--- config.mk ---
export PLATFORM = sky130hd
export DESIGN_NAME = chi_square_distance_stream
export DESIGN_NICKNAME = d
export VERILOG_FILES = /design/src/rtl/csd_pkg.sv /design/src/rtl/csd_front.sv /design/src/rtl/csd_queue.sv /design/src/rtl/csd_back.sv /design/src/rtl/chi_square_distance_stream.sv
export SDC_FILE = /design/constraint.sdc
export NUM_CORES = 1
export LEC_CHECK = 0
export BUFFER_PORTS_ARGS = -buffer_cell sky130_fd_sc_hd__buf_4
export CORE_MARGIN = 2
export CORE_UTILIZATION = 58
export CTS_CLUSTER_DIAMETER = 200
export DETAILED_ROUTE_END_ITERATION = 6
export HOLD_SLACK_MARGIN = 0.08
export PLACE_DENSITY = 0.87
export SLEW_MARGIN = 20
export SYNTH_ARGS = -nofsm -noshare
export SYNTH_HDL_FRONTEND = slang
export SYNTH_SLANG_ARGS = --single-unit
export TNS_END_PERCENT = 30
--- constraint.sdc ---
create_clock -name clk -period 6.7 [get_ports clk]
set_input_delay 0.335 -clock clk [delete_from_list [all_inputs] [get_ports clk]]
set_output_delay 0.335 -clock clk [all_outputs]
set_load 0.02 [all_outputs]
--- src/rtl/csd_pkg.sv ---
package csd_pkg;

    localparam int DATA_WIDTH = 16;
    localparam int FRAC_BITS  = 8;
    localparam int OUT_FRAC   = 8;
    localparam int ACC_W      = 40;
    localparam int OUT_W      = 32;

    localparam int NUM_SHIFT = (FRAC_BITS >= OUT_FRAC) ? 0 : (OUT_FRAC - FRAC_BITS);
    localparam int DEN_SHIFT = (FRAC_BITS >= OUT_FRAC) ? (FRAC_BITS - OUT_FRAC) : 0;

    localparam int SQ_W  = 2 * DATA_WIDTH + NUM_SHIFT;
    localparam int DEN_W = DATA_WIDTH + DEN_SHIFT;
    localparam int CNT_W = $clog2(SQ_W);
    localparam int EXT_W = ((SQ_W > ACC_W) ? SQ_W : ACC_W) + 1;

    localparam logic [ACC_W-1:0] ACC_MAX = {ACC_W{1'b1}};
    localparam logic [OUT_W-1:0] OUT_MAX = {OUT_W{1'b1}};

    localparam int Q_DEPTH = 2;
    localparam int Q_AW    = $clog2(Q_DEPTH);

    typedef struct packed {
        logic [SQ_W-1:0]  num;
        logic [DEN_W-1:0] den;
        logic             pos;
        logic             last;
    } item_t;

    typedef struct packed {
        logic full;
        logic empty;
    } q_stat_t;

    typedef enum logic [2:0] {
        ST_IDLE = 3'b001,
        ST_DIV  = 3'b010,
        ST_ACC  = 3'b100
    } back_state_t;

endpackage

--- src/rtl/csd_front.sv ---
module csd_front (
    input  logic                                clk,
    input  logic                                rst_n,
    input  logic                                push,
    output logic                                full,
    input  logic signed [csd_pkg::DATA_WIDTH-1:0] elem_a,
    input  logic signed [csd_pkg::DATA_WIDTH-1:0] elem_b,
    input  logic                                last_element,
    input  csd_pkg::q_stat_t                    q_stat,
    output logic                                q_wr,
    output csd_pkg::item_t                      q_wdata
);

    localparam int DW = csd_pkg::DATA_WIDTH;

    logic                             stg_valid_reg, stg_valid_next;
    logic [DW-1:0]                    stg_abs_reg;
    logic [csd_pkg::DEN_W-1:0]        stg_den_reg;
    logic                             stg_pos_reg;
    logic                             stg_last_reg;

    logic                             accept;
    logic signed [DW:0]               sum_s;
    logic signed [DW:0]               diff_s;
    logic signed [DW:0]               diff_neg;
    logic [DW-1:0]                    abs_d;
    logic [2*DW-1:0]                  prod;

    assign full   = stg_valid_reg && q_stat.full;
    assign accept = push && !full;
    assign q_wr   = stg_valid_reg && !q_stat.full;

    assign sum_s    = (DW+1)'(elem_a) + (DW+1)'(elem_b);
    assign diff_s   = (DW+1)'(elem_a) - (DW+1)'(elem_b);
    assign diff_neg = -diff_s;
    assign abs_d    = diff_s[DW] ? diff_neg[DW-1:0] : diff_s[DW-1:0];

    assign prod = stg_abs_reg * stg_abs_reg;

    always_comb
    begin
        q_wdata.num  = csd_pkg::SQ_W'(prod) << csd_pkg::NUM_SHIFT;
        q_wdata.den  = stg_den_reg;
        q_wdata.pos  = stg_pos_reg;
        q_wdata.last = stg_last_reg;
    end

    always_comb
    begin
        if (accept)
        begin
            stg_valid_next = 1'b1;
        end
        else if (q_wr)
        begin
            stg_valid_next = 1'b0;
        end
        else
        begin
            stg_valid_next = stg_valid_reg;
        end
    end

    always_ff @(posedge clk or negedge rst_n)
    begin
        if (!rst_n)
        begin
            stg_valid_reg <= 1'b0;
        end
        else
        begin
            stg_valid_reg <= stg_valid_next;
        end
    end

    always_ff @(posedge clk)
    begin
        if (accept)
        begin
            stg_abs_reg  <= abs_d;
            stg_den_reg  <= csd_pkg::DEN_W'(sum_s[DW-1:0]) << csd_pkg::DEN_SHIFT;
            stg_pos_reg  <= !sum_s[DW] && (sum_s != '0);
            stg_last_reg <= last_element;
        end
    end

endmodule

--- src/rtl/csd_queue.sv ---
module csd_queue (
    input  logic             clk,
    input  logic             rst_n,
    input  logic             wr,
    input  csd_pkg::item_t   wdata,
    input  logic             rd,
    output csd_pkg::item_t   rdata,
    output csd_pkg::q_stat_t stat
);

    localparam int AW = csd_pkg::Q_AW;

    csd_pkg::item_t  mem_reg [csd_pkg::Q_DEPTH];
    logic [AW-1:0]   wr_ptr_reg, wr_ptr_next;
    logic [AW-1:0]   rd_ptr_reg, rd_ptr_next;
    logic [AW:0]     cnt_reg, cnt_next;

    assign stat.full  = (cnt_reg == (AW+1)'(csd_pkg::Q_DEPTH));
    assign stat.empty = (cnt_reg == '0);
    assign rdata      = mem_reg[rd_ptr_reg];

    always_comb
    begin
        wr_ptr_next = wr_ptr_reg;
        rd_ptr_next = rd_ptr_reg;
        cnt_next    = cnt_reg;
        if (wr)
        begin
            wr_ptr_next = wr_ptr_reg + 1'b1;
        end
        if (rd)
        begin
            rd_ptr_next = rd_ptr_reg + 1'b1;
        end
        if (wr && !rd)
        begin
            cnt_next = cnt_reg + 1'b1;
        end
        else if (rd && !wr)
        begin
            cnt_next = cnt_reg - 1'b1;
        end
    end

    always_ff @(posedge clk or negedge rst_n)
    begin
        if (!rst_n)
        begin
            wr_ptr_reg <= '0;
            rd_ptr_reg <= '0;
            cnt_reg    <= '0;
        end
        else
        begin
            wr_ptr_reg <= wr_ptr_next;
            rd_ptr_reg <= rd_ptr_next;
            cnt_reg    <= cnt_next;
        end
    end

    always_ff @(posedge clk)
    begin
        if (wr)
        begin
            mem_reg[wr_ptr_reg] <= wdata;
        end
    end

endmodule

--- src/rtl/csd_back.sv ---
module csd_back (
    input  logic                         clk,
    input  logic                         rst_n,
    input  csd_pkg::q_stat_t             q_stat,
    input  csd_pkg::item_t               q_rdata,
    output logic                         q_rd,
    input  logic                         pop,
    output logic                         empty,
    output logic [csd_pkg::OUT_W-1:0]    distance
);

    localparam int SQ_W  = csd_pkg::SQ_W;
    localparam int DEN_W = csd_pkg::DEN_W;
    localparam int EXT_W = csd_pkg::EXT_W;
    localparam int ACC_W = csd_pkg::ACC_W;
    localparam int OUT_W = csd_pkg::OUT_W;

    csd_pkg::back_state_t        state_reg, state_next;
    logic [SQ_W-1:0]             num_reg, num_next;
    logic [DEN_W-1:0]            rem_reg, rem_next;
    logic [DEN_W-1:0]            den_reg, den_next;
    logic                        last_reg, last_next;
    logic [csd_pkg::CNT_W-1:0]   cnt_reg, cnt_next;
    logic [ACC_W-1:0]            sum_reg, sum_next;
    logic                        out_valid_reg, out_valid_next;
    logic [OUT_W-1:0]            out_reg, out_next;

    logic [DEN_W:0]              trial;
    logic                        ge;
    logic [EXT_W-1:0]            term_ext;
    logic [EXT_W-1:0]            term_sat;
    logic [EXT_W-1:0]            sum_ext;
    logic [ACC_W-1:0]            sum_acc;
    logic [ACC_W-2:0]            half;
    logic                        slot_free;

    assign empty     = !out_valid_reg;
    assign distance  = out_reg;
    assign slot_free = !out_valid_reg || pop;
    assign q_rd      = (state_reg == csd_pkg::ST_IDLE) && !q_stat.empty;

    assign trial = {rem_reg, num_reg[SQ_W-1]};
    assign ge    = (trial >= {1'b0, den_reg});

    assign term_ext = EXT_W'(num_reg);
    assign term_sat = (term_ext > EXT_W'(csd_pkg::ACC_MAX)) ? EXT_W'(csd_pkg::ACC_MAX)
                                                             : term_ext;
    assign sum_ext  = EXT_W'(sum_reg) + term_sat;
    assign sum_acc  = (sum_ext > EXT_W'(csd_pkg::ACC_MAX)) ? csd_pkg::ACC_MAX
                                                            : sum_ext[ACC_W-1:0];
    assign half     = sum_acc[ACC_W-1:1];

    always_comb
    begin
        state_next     = state_reg;
        num_next       = num_reg;
        rem_next       = rem_reg;
        den_next       = den_reg;
        last_next      = last_reg;
        cnt_next       = cnt_reg;
        sum_next       = sum_reg;
        out_valid_next = out_valid_reg && !pop;
        out_next       = out_reg;
        case (state_reg)
            csd_pkg::ST_IDLE:
            begin
                if (!q_stat.empty)
                begin
                    den_next  = q_rdata.den;
                    last_next = q_rdata.last;
                    rem_next  = '0;
                    cnt_next  = csd_pkg::CNT_W'(SQ_W - 1);
                    if (q_rdata.pos)
                    begin
                        num_next   = q_rdata.num;
                        state_next = csd_pkg::ST_DIV;
                    end
                    else
                    begin
                        num_next   = '0;
                        state_next = csd_pkg::ST_ACC;
                    end
                end
            end
            csd_pkg::ST_DIV:
            begin
                rem_next = ge ? DEN_W'(trial - {1'b0, den_reg}) : trial[DEN_W-1:0];
                num_next = {num_reg[SQ_W-2:0], ge};
                cnt_next = cnt_reg - 1'b1;
                if (cnt_reg == '0)
                begin
                    state_next = csd_pkg::ST_ACC;
                end
            end
            csd_pkg::ST_ACC:
            begin
                if (!last_reg)
                begin
                    sum_next   = sum_acc;
                    state_next = csd_pkg::ST_IDLE;
                end
                else if (slot_free)
                begin
                    sum_next       = '0;
                    out_valid_next = 1'b1;
                    out_next       = (half[ACC_W-2:OUT_W] != '0) ? csd_pkg::OUT_MAX
                                                                 : half[OUT_W-1:0];
                    state_next     = csd_pkg::ST_IDLE;
                end
            end
            default:
            begin
                state_next = csd_pkg::ST_IDLE;
            end
        endcase
    end

    always_ff @(posedge clk or negedge rst_n)
    begin
        if (!rst_n)
        begin
            state_reg     <= csd_pkg::ST_IDLE;
            cnt_reg       <= '0;
            sum_reg       <= '0;
            out_valid_reg <= 1'b0;
        end
        else
        begin
            state_reg     <= state_next;
            cnt_reg       <= cnt_next;
            sum_reg       <= sum_next;
            out_valid_reg <= out_valid_next;
        end
    end

    always_ff @(posedge clk)
    begin
        num_reg  <= num_next;
        rem_reg  <= rem_next;
        den_reg  <= den_next;
        last_reg <= last_next;
        out_reg  <= out_next;
    end

endmodule

--- src/rtl/chi_square_distance_stream.sv ---
// The back part takes one request at a time from the queue and finishes it before it takes
// the next: a request whose sum is positive goes through the divider, any other adds zero.
// The back part holds a one-bit-per-cycle restoring divider; a last request waits there
// until the result slot is free.
// The front stage and a two-entry queue take up to three requests ahead of the divider.
// Reset clears the running sum, the queue, the front stage and the pending result.
module chi_square_distance_stream (
    input  logic                                  clk,
    input  logic                                  rst_n,
    input  logic                                  push,
    output logic                                  full,
    input  logic signed [csd_pkg::DATA_WIDTH-1:0] elem_a,
    input  logic signed [csd_pkg::DATA_WIDTH-1:0] elem_b,
    input  logic                                  last_element,
    output logic                                  empty,
    input  logic                                  pop,
    output logic [csd_pkg::OUT_W-1:0]             distance
);

    csd_pkg::q_stat_t q_stat;
    csd_pkg::item_t   q_wdata;
    csd_pkg::item_t   q_rdata;
    logic             q_wr;
    logic             q_rd;

    csd_front u_front (
        .clk          (clk),
        .rst_n        (rst_n),
        .push         (push),
        .full         (full),
        .elem_a       (elem_a),
        .elem_b       (elem_b),
        .last_element (last_element),
        .q_stat       (q_stat),
        .q_wr         (q_wr),
        .q_wdata      (q_wdata)
    );

    csd_queue u_queue (
        .clk   (clk),
        .rst_n (rst_n),
        .wr    (q_wr),
        .wdata (q_wdata),
        .rd    (q_rd),
        .rdata (q_rdata),
        .stat  (q_stat)
    );

    csd_back u_back (
        .clk      (clk),
        .rst_n    (rst_n),
        .q_stat   (q_stat),
        .q_rdata  (q_rdata),
        .q_rd     (q_rd),
        .pop      (pop),
        .empty    (empty),
        .distance (distance)
    );

endmodule

==> results_dict.tcl, run 1 <==
set metrics [dict create \
    use_met1_pct 33.95 \
    hpwlAfterDp_um 38490 \
    clockRootBuffer "clkbuf_16" \
    finalHoldViolations 0 \
    worst-path-buf-inv 6 \
    initial_core_util_pct 58.36 \
    firstDrtPassIters 6 \
    synth_cell_type_count 79 \
    core_area_um2 38470 \
    finalSetupViolations 0 \
    seq_area_um2 8140 \
    grtUsageTotal_pct 25.88 \
    tritoncts "yes" \
    critPathKind "flip-flop to flip-flop" \
    area_growth_pct 10.32 \
    critical_path_required_ps 7000 \
    synth_top_family_by_area "adder cells" \
    yosys.area_share.adder_pct 25.20 \
    r2r-start "u_front.stg_abs_reg[8]$_DFFE_PP_" \
    via_per_inst 5.948 \
    multi_input_area_um2 12830 \
    synth_compound_area_share_pct 12.31 \
    status "finished clean" \
    grt.busiest_layer "met2" \
    worstHoldEndpoint "u_front.stg_den_reg[0]$_DFFE_PP_" \
    wl_per_cell_um 18.48 \
    r2r_setup_slack_ps 190 \
    syn_nets 2600 \
    synthArstFlopShare_pct 19.29 \
    die_w_um 200.7 \
    arrival_ps 6810 \
    first_iter_violations 1468 \
    yosys.area_share.simple_pct 12.51 \
    max_freq_ghz 0.1536 \
    drv_slew 0 \
    endpoint_kind "flip-flop" \
    clkTransAtPathRegs_ps 70 \
    grt_max_degree 55 \
    antenna_left 0 \
    drt_wl_total_um 52130 \
    synth-seq-area-share_pct 36.26 \
    fin_tns_setup_ps 0 \
    cpMostUsedCell "fa_1" \
    ys_ff_latch 280 \
    whs_path_depth 3 \
    gr-usage-met3_pct 3.084 \
    grt_pass1_wl_um 85710 \
    max_stage_delay_ps 550 \
    place.gp.congestion 0.9494 \
    slowest_stage "edfxtp_1" \
    path_max_fanout 6 \
    cp_top_family "adder cells" \
    period_share_pct 97.19 \
    clk_latency_ps 570 \
    synth.avg_cell_area_um2 10.15 \
    route.vias.total 16780 \
    die_area_um2 40290 \
    cp_cell_sequence "buf_4 -> nand2_1 -> inv_1 -> fa_1 -> inv_1 -> fa_1 -> inv_1 -> fa_1 -> fa_1 -> fa_1 -> inv_1 -> fa_1 -> inv_1 -> ha_1 -> and3_1 -> nand3_1 -> a31oi_2 -> a221oi_2 -> o21ai_2 -> a41o_1 -> a21oi_1 -> xnor2_1" \
    finalCriticalPeriod_ps 6511 \
    min_from "elem_b[0]" \
    finClkSkew_ps 19.47 \
    fill_cells 2845 \
    critPathLaunchType "flip-flop" \
    synth_area_um2 22450 \
    antenna_found_initial 0 \
    largest_register_ffs 96 \
    r2r_cells 22 \
    fp.dieH_um 200.7 \
    port_buffers 70 \
    clkSinkCount 280 \
    r2r_end "u_queue.mem_reg[0][49]$_DFFE_PP_" \
    nets 2669 \
    drive_gt1_share_pct 9.509 \
    htreeDepth 1 \
    cts_made_buffers 29 \
    synth_xor_area_share_pct 4.331 \
    synthMuxAreaShare_pct 2.413 \
    drv_cap 0 \
    hp-class "input pin to flip-flop" \
    slew_headroom_pct 30.06 \
    synth-edff-count 226 \
    cts_max_path_buffers 3 \
    synth_ff_type "edfxtp_1" \
    grt_pass1_vias 17190 \
    netlist_instances 2211 \
    yosys_warnings 0 \
    rows 72 \
    diodes 0 \
    grt.overflow.total 0 \
    ioPinCount 71 \
    worst_pin_slew_ps 1045 \
    drc 0 \
    use_met2_pct 45.05 \
]
==> logic make-up after synthesis <==
logic type      Yosys count
compound gates          432
xor+xnor                111
fa+ha+maj               352
buf+inv                 411
flops                   280
mux                      52
simple gates            573
==> cell usage after synthesis (4+ instances only) <==
master	instances	share of area, %
a211o_1	6	0.23
nand3_1	39	0.87
mux2_2	17	0.85
and3_1	16	0.45
nand3b_1	9	0.30
nor3_1	28	0.62
o21bai_1	23	0.77
o21a_1	20	0.67
or3_1	8	0.22
inv_1	334	5.6
fa_1	167	15
buf_4	4	0.13
a21oi_1	104	2.3
a31o_2	5	0.20
nand4_1	39	1.1
a211oi_1	15	0.50
dfrtp_1	53	5.9
nand2b_1	13	0.36
o2111ai_1	5	0.20
or2_2	8	0.22
a221oi_1	4	0.16
o31ai_1	11	0.37
o31a_1	6	0.23
xor2_1	28	1.1
nand4b_1	5	0.20
edfxtp_1	226	30
a22o_1	11	0.43
clkbuf_1	66	1.1
buf_2	6	0.13
or4_1	6	0.20
nor2b_1	21	0.59
mux2i_1	35	1.6
nor2_1	122	2.0
o21ai_0	122	2.7
nand2_1	191	3.2
o22ai_1	8	0.22
a31oi_1	14	0.39
o211ai_1	7	0.23
ha_1	185	10
a21o_1	36	1.2
and2_1	47	1.3
xnor2_1	83	3.2
o41ai_1	4	0.16
==> metal layers <==
layer / up-vias / routed length, um / share of wire (%)
met5: - / 0 / 0
met4: 0 / 1692 / 3.2
li1: 7725 / - / -
met3: 143 / 3163 / 6.1
met2: 700 / 25940 / 50
met1: 8210 / 21340 / 41
==> worst reg2reg max path, stage by stage, from the launching register on <==
cell and delay, ps:
edfxtp_1 550, buf_4 210, nand2_1 110, inv_1 80, fa_1 520, inv_1 70
fa_1 530, inv_1 60, fa_1 430, fa_1 530, fa_1 550, inv_1 80
fa_1 530, inv_1 40, ha_1 350, and3_1 210, nand3_1 140, a31oi_2 180
a221oi_2 400, o21ai_2 140, a41o_1 250, a21oi_1 190, xnor2_1 110
==> cell usage in the layout, fill, tap and decap left out, drive strengths merged, types with 11 or more instances in the layout <==
master	synthesis	routed
inv	334	338
edfxtp	226	226
nand2	191	191
ha	185	185
fa	167	167
o21ai	125	125
nor2	122	122
buf	11	111
a21oi	106	106
xnor2	83	83
dfrtp	53	53
and2	47	47
nand3	39	39
nand4	39	39
a21o	36	36
mux2i	35	35
clkbuf	66	35
nor3	29	29
xor2	28	28
o21bai	23	23
nor2b	21	21
o21a	20	20
mux2	17	17
and3	16	16
a211oi	15	15
a31oi	14	14
nand2b	13	13
o31ai	12	12
a22o	11	11
==> worst max path at each step <==
stage / cells past startpoint / start / slack [ps] / endpoint
floorplan: 22 / u_front.stg_abs_reg[4]$_DFFE_PP_ / 150 / u_queue.mem_reg[0][49]$_DFFE_PP_
global placement: 20 / u_front.stg_abs_reg[5]$_DFFE_PP_ / 240 / u_queue.mem_reg[0][49]$_DFFE_PP_
detailed placement: 19 / u_front.stg_abs_reg[9]$_DFFE_PP_ / 70 / u_queue.mem_reg[0][49]$_DFFE_PP_
CTS: 20 / u_front.stg_abs_reg[5]$_DFFE_PP_ / 10 / u_queue.mem_reg[0][49]$_DFFE_PP_
global route: 22 / u_front.stg_abs_reg[8]$_DFFE_PP_ / -20 / u_queue.mem_reg[0][49]$_DFFE_PP_
finish: 22 / u_front.stg_abs_reg[8]$_DFFE_PP_ / 190 / u_queue.mem_reg[0][49]$_DFFE_PP_
==> stage by stage <==
stage	hold slack, ps	worst slack (ps)	util (%)	instances	instance area [um^2]
2_1_floorplan	39.41	146.9	-	2211	22450
3_3_place_gp	426.5	241.2	61.07	2742	23490
3_5_place_dp	433.1	71.73	61.09	2742	23500
4_1_cts	248.1	12.19	63.81	2800	24550
5_1_grt	265.9	-15.60	64.38	2821	24770
6_report	269.2	188.6	64.38	2821	24770
==> cell type report <==
cell class	count	area share, %
inverters	334	5.062
clock inverters	19	0.9700
flip-flops and latches	280	32.87
clock buffers	35	3.102
multi-input cells	1520	51.80
well taps	518	2.617
repair buffers	115	3.577
==> timing repair <==
item / in CTS / in global routing
setup buffers: 0 / 21
hold buffers: 4 / 0
endpoints found under the hold margin: 56 / 0
endpoints found under the setup margin: 0 / 20
gates resized for setup: 0 / 8
Power of run 1 is not shown: default switching activity piles up to over one toggle a cycle in this logic, so the estimate is an artifact.
==> inputs of run 2 (changes only) <==
--- a/config.mk
+++ b/config.mk
@@ -7,11 +7,12 @@
 export LEC_CHECK = 0
 export BUFFER_PORTS_ARGS = -buffer_cell sky130_fd_sc_hd__buf_4
 export CORE_MARGIN = 2
-export CORE_UTILIZATION = 58
+export CORE_UTILIZATION = 59
+export CTS_BUF_LIST = sky130_fd_sc_hd__clkbuf_8
 export CTS_CLUSTER_DIAMETER = 200
 export DETAILED_ROUTE_END_ITERATION = 6
 export HOLD_SLACK_MARGIN = 0.08
-export PLACE_DENSITY = 0.87
+export PLACE_DENSITY = 0.88
 export SLEW_MARGIN = 20
 export SYNTH_ARGS = -nofsm -noshare
 export SYNTH_HDL_FRONTEND = slang
==> run 2 against run 1 <==
Compared with the run above:
- die area shrank 1.7%
- utilization up 1.5 points
- design area about the same
- first-iteration DRC count is 18% lower
- non-clock buffer count increased by 2
- fmax grew 1.0%
- critical path depth did not move
- clock skew increased by 18 ps
- cell count increased by 0.92%
- sequential share of layout area is essentially flat
- worst setup slack improved by 65 ps
- critical endpoint is now u_queue.mem_reg[1][49]$_DFFE_PP_
==> results_dict.tcl, run 2 (synthesized netlist as in run 1, its figures left out) <==
set metrics [dict create \
    postPlaceCellArea_um2 23570 \
    max_freq_ghz 0.1551 \
    cp_top_family "adder cells" \
    cts_made_buffers 46 \
    drive_gt1_share_pct 10.19 \
    cpMostUsedCell "fa_1" \
    grtUsageTotal_pct 25.81 \
    rsz0062_at_grt "false" \
    via_per_inst 5.845 \
    port_buffers 70 \
    critPathKind "flip-flop to flip-flop" \
    fin_tns_setup_ps 0 \
    tritoncts "yes" \
    core_area_um2 37580 \
    clockRootBuffer "clkbuf_8" \
    drv_cap 0 \
    grt.overflow.total 0 \
    worst_pin_slew_ps 976.2 \
    grt_pass1_vias 16950 \
    path_max_fanout 11 \
    finalSetupViolations 0 \
    clkTransAtPathRegs_ps 70 \
    grt_max_degree 55 \
    drt_wl_total_um 50370 \
    r2r_setup_slack_ps 250 \
    hpwlAfterDp_um 38750 \
    nets 2688 \
    arrival_ps 6750 \
    drv_slew 0 \
    diodes 0 \
    critical_path_required_ps 7000 \
    max_stage_delay_ps 610 \
    final_area_um2 24740 \
    drc 0 \
    r2r_end "u_queue.mem_reg[1][49]$_DFFE_PP_" \
    whs_path_depth 3 \
    route.vias.total 16640 \
    r2r-start "u_front.stg_abs_reg[6]$_DFFE_PP_" \
    final_common_cell "inv_1" \
    clk_latency_ps 590 \
    slowest_stage "edfxtp_1" \
    endpoint_kind "flip-flop" \
    firstDrtPassIters 5 \
    first_iter_violations 1205 \
    final_cell_mix "340 x inv_1, 226 x edfxtp_1, 190 x nand2_1" \
    min_from "pop" \
    die_w_um 199.1 \
    finalCriticalPeriod_ps 6446 \
    initial_core_util_pct 59.74 \
    status "finished clean" \
    rows 71 \
    worstHoldEndpoint "u_back.out_valid_reg$_DFF_PN0_" \
    area_growth_pct 10.22 \
    final_util_pct 65.84 \
    cts_max_path_buffers 3 \
    ioPinCount 71 \
    slew_headroom_pct 34.71 \
    hp-class "input pin to flip-flop" \
    r2r_cells 22 \
    fp.dieH_um 199.1 \
    worst_hold_slack_ps 128.4 \
    die_area_um2 39620 \
    largest_register_ffs 96 \
    period_share_pct 96.21 \
    antenna_found_initial 0 \
    wl_per_cell_um 17.69 \
    clkSinkCount 280 \
    htreeDepth 2 \
    finalHoldViolations 0 \
    cp_cell_sequence "buf_4 -> and2_1 -> inv_1 -> fa_1 -> inv_1 -> fa_1 -> inv_1 -> fa_1 -> inv_1 -> fa_1 -> fa_1 -> ha_1 -> ha_1 -> a21o_1 -> a21oi_1 -> o21ai_0 -> a221oi_2 -> buf_4 -> o21ai_0 -> a41o_1 -> a21oi_1 -> xnor2_1" \
    grt_pass1_wl_um 82300 \
    antenna_left 0 \
    place.gp.congestion 0.9326 \
    critPathLaunchType "flip-flop" \
    worst-path-buf-inv 6 \
    finClkSkew_ps 37.80 \
]
[run 2: per-layer routing]
metal	global-route usage, %	share of wire [%]	up-vias
met5	0	0	-
met4	9.370	3.1	0
met3	3.409	6.4	109
met2	44.81	50	658
met1	33.23	41	8119
li1	-	-	7755
[run 2: area by class of cell]
class | instances | area, um^2
clock buffers | 48 | 660.6
clock inverters | 37 | 359.1
fillers | 2782 | 12840
inverters | 334 | 1254
multi-input cells | 1520 | 12800
flip-flops and latches | 280 | 8140
well taps | 511 | 639.4
repair buffers | 117 | 890.9
[run 2: how the worst max path moves through the flow]
stage	from	end	slack, ps	cells after the start
5_1_grt	u_front.stg_abs_reg[8]$_DFFE_PP_	u_queue.mem_reg[0][49]$_DFFE_PP_	30	24
2_1_floorplan	u_front.stg_abs_reg[4]$_DFFE_PP_	u_queue.mem_reg[0][49]$_DFFE_PP_	150	22
3_5_place_dp	u_front.stg_abs_reg[6]$_DFFE_PP_	u_queue.mem_reg[0][47]$_DFFE_PP_	210	22
6_report	u_front.stg_abs_reg[6]$_DFFE_PP_	u_queue.mem_reg[1][49]$_DFFE_PP_	250	22
3_3_place_gp	u_front.stg_abs_reg[9]$_DFFE_PP_	u_queue.mem_reg[0][49]$_DFFE_PP_	280	24
4_1_cts	u_front.stg_abs_reg[9]$_DFFE_PP_	u_queue.mem_reg[1][49]$_DFFE_PP_	180	24
[run 2: repair_timing]
item                                    in CTS  in global routing
endpoints found under the hold margin       55                  0
resized for setup                            0                  6
hold buffers                                 3                  0
setup buffers                                0                 13
endpoints found under the setup margin       0                  5
[run 2: through the flow]
stage / cells / worst slack, ps
global route: 2847 / 29.32
global placement: 2746 / 282.8
CTS: 2834 / 182.4
floorplan: 2211 / 146.9
detailed placement: 2746 / 208.8
finish: 2847 / 254.0
[run 2: worst min-delay path: cells and delay by family]
| kind | cells | cell delay [ps] |
|---|---|---|
| buf+inv | 1 | 80 |
| simple gates | 2 | 220 |
Power of run 2 is left out for the same reason.
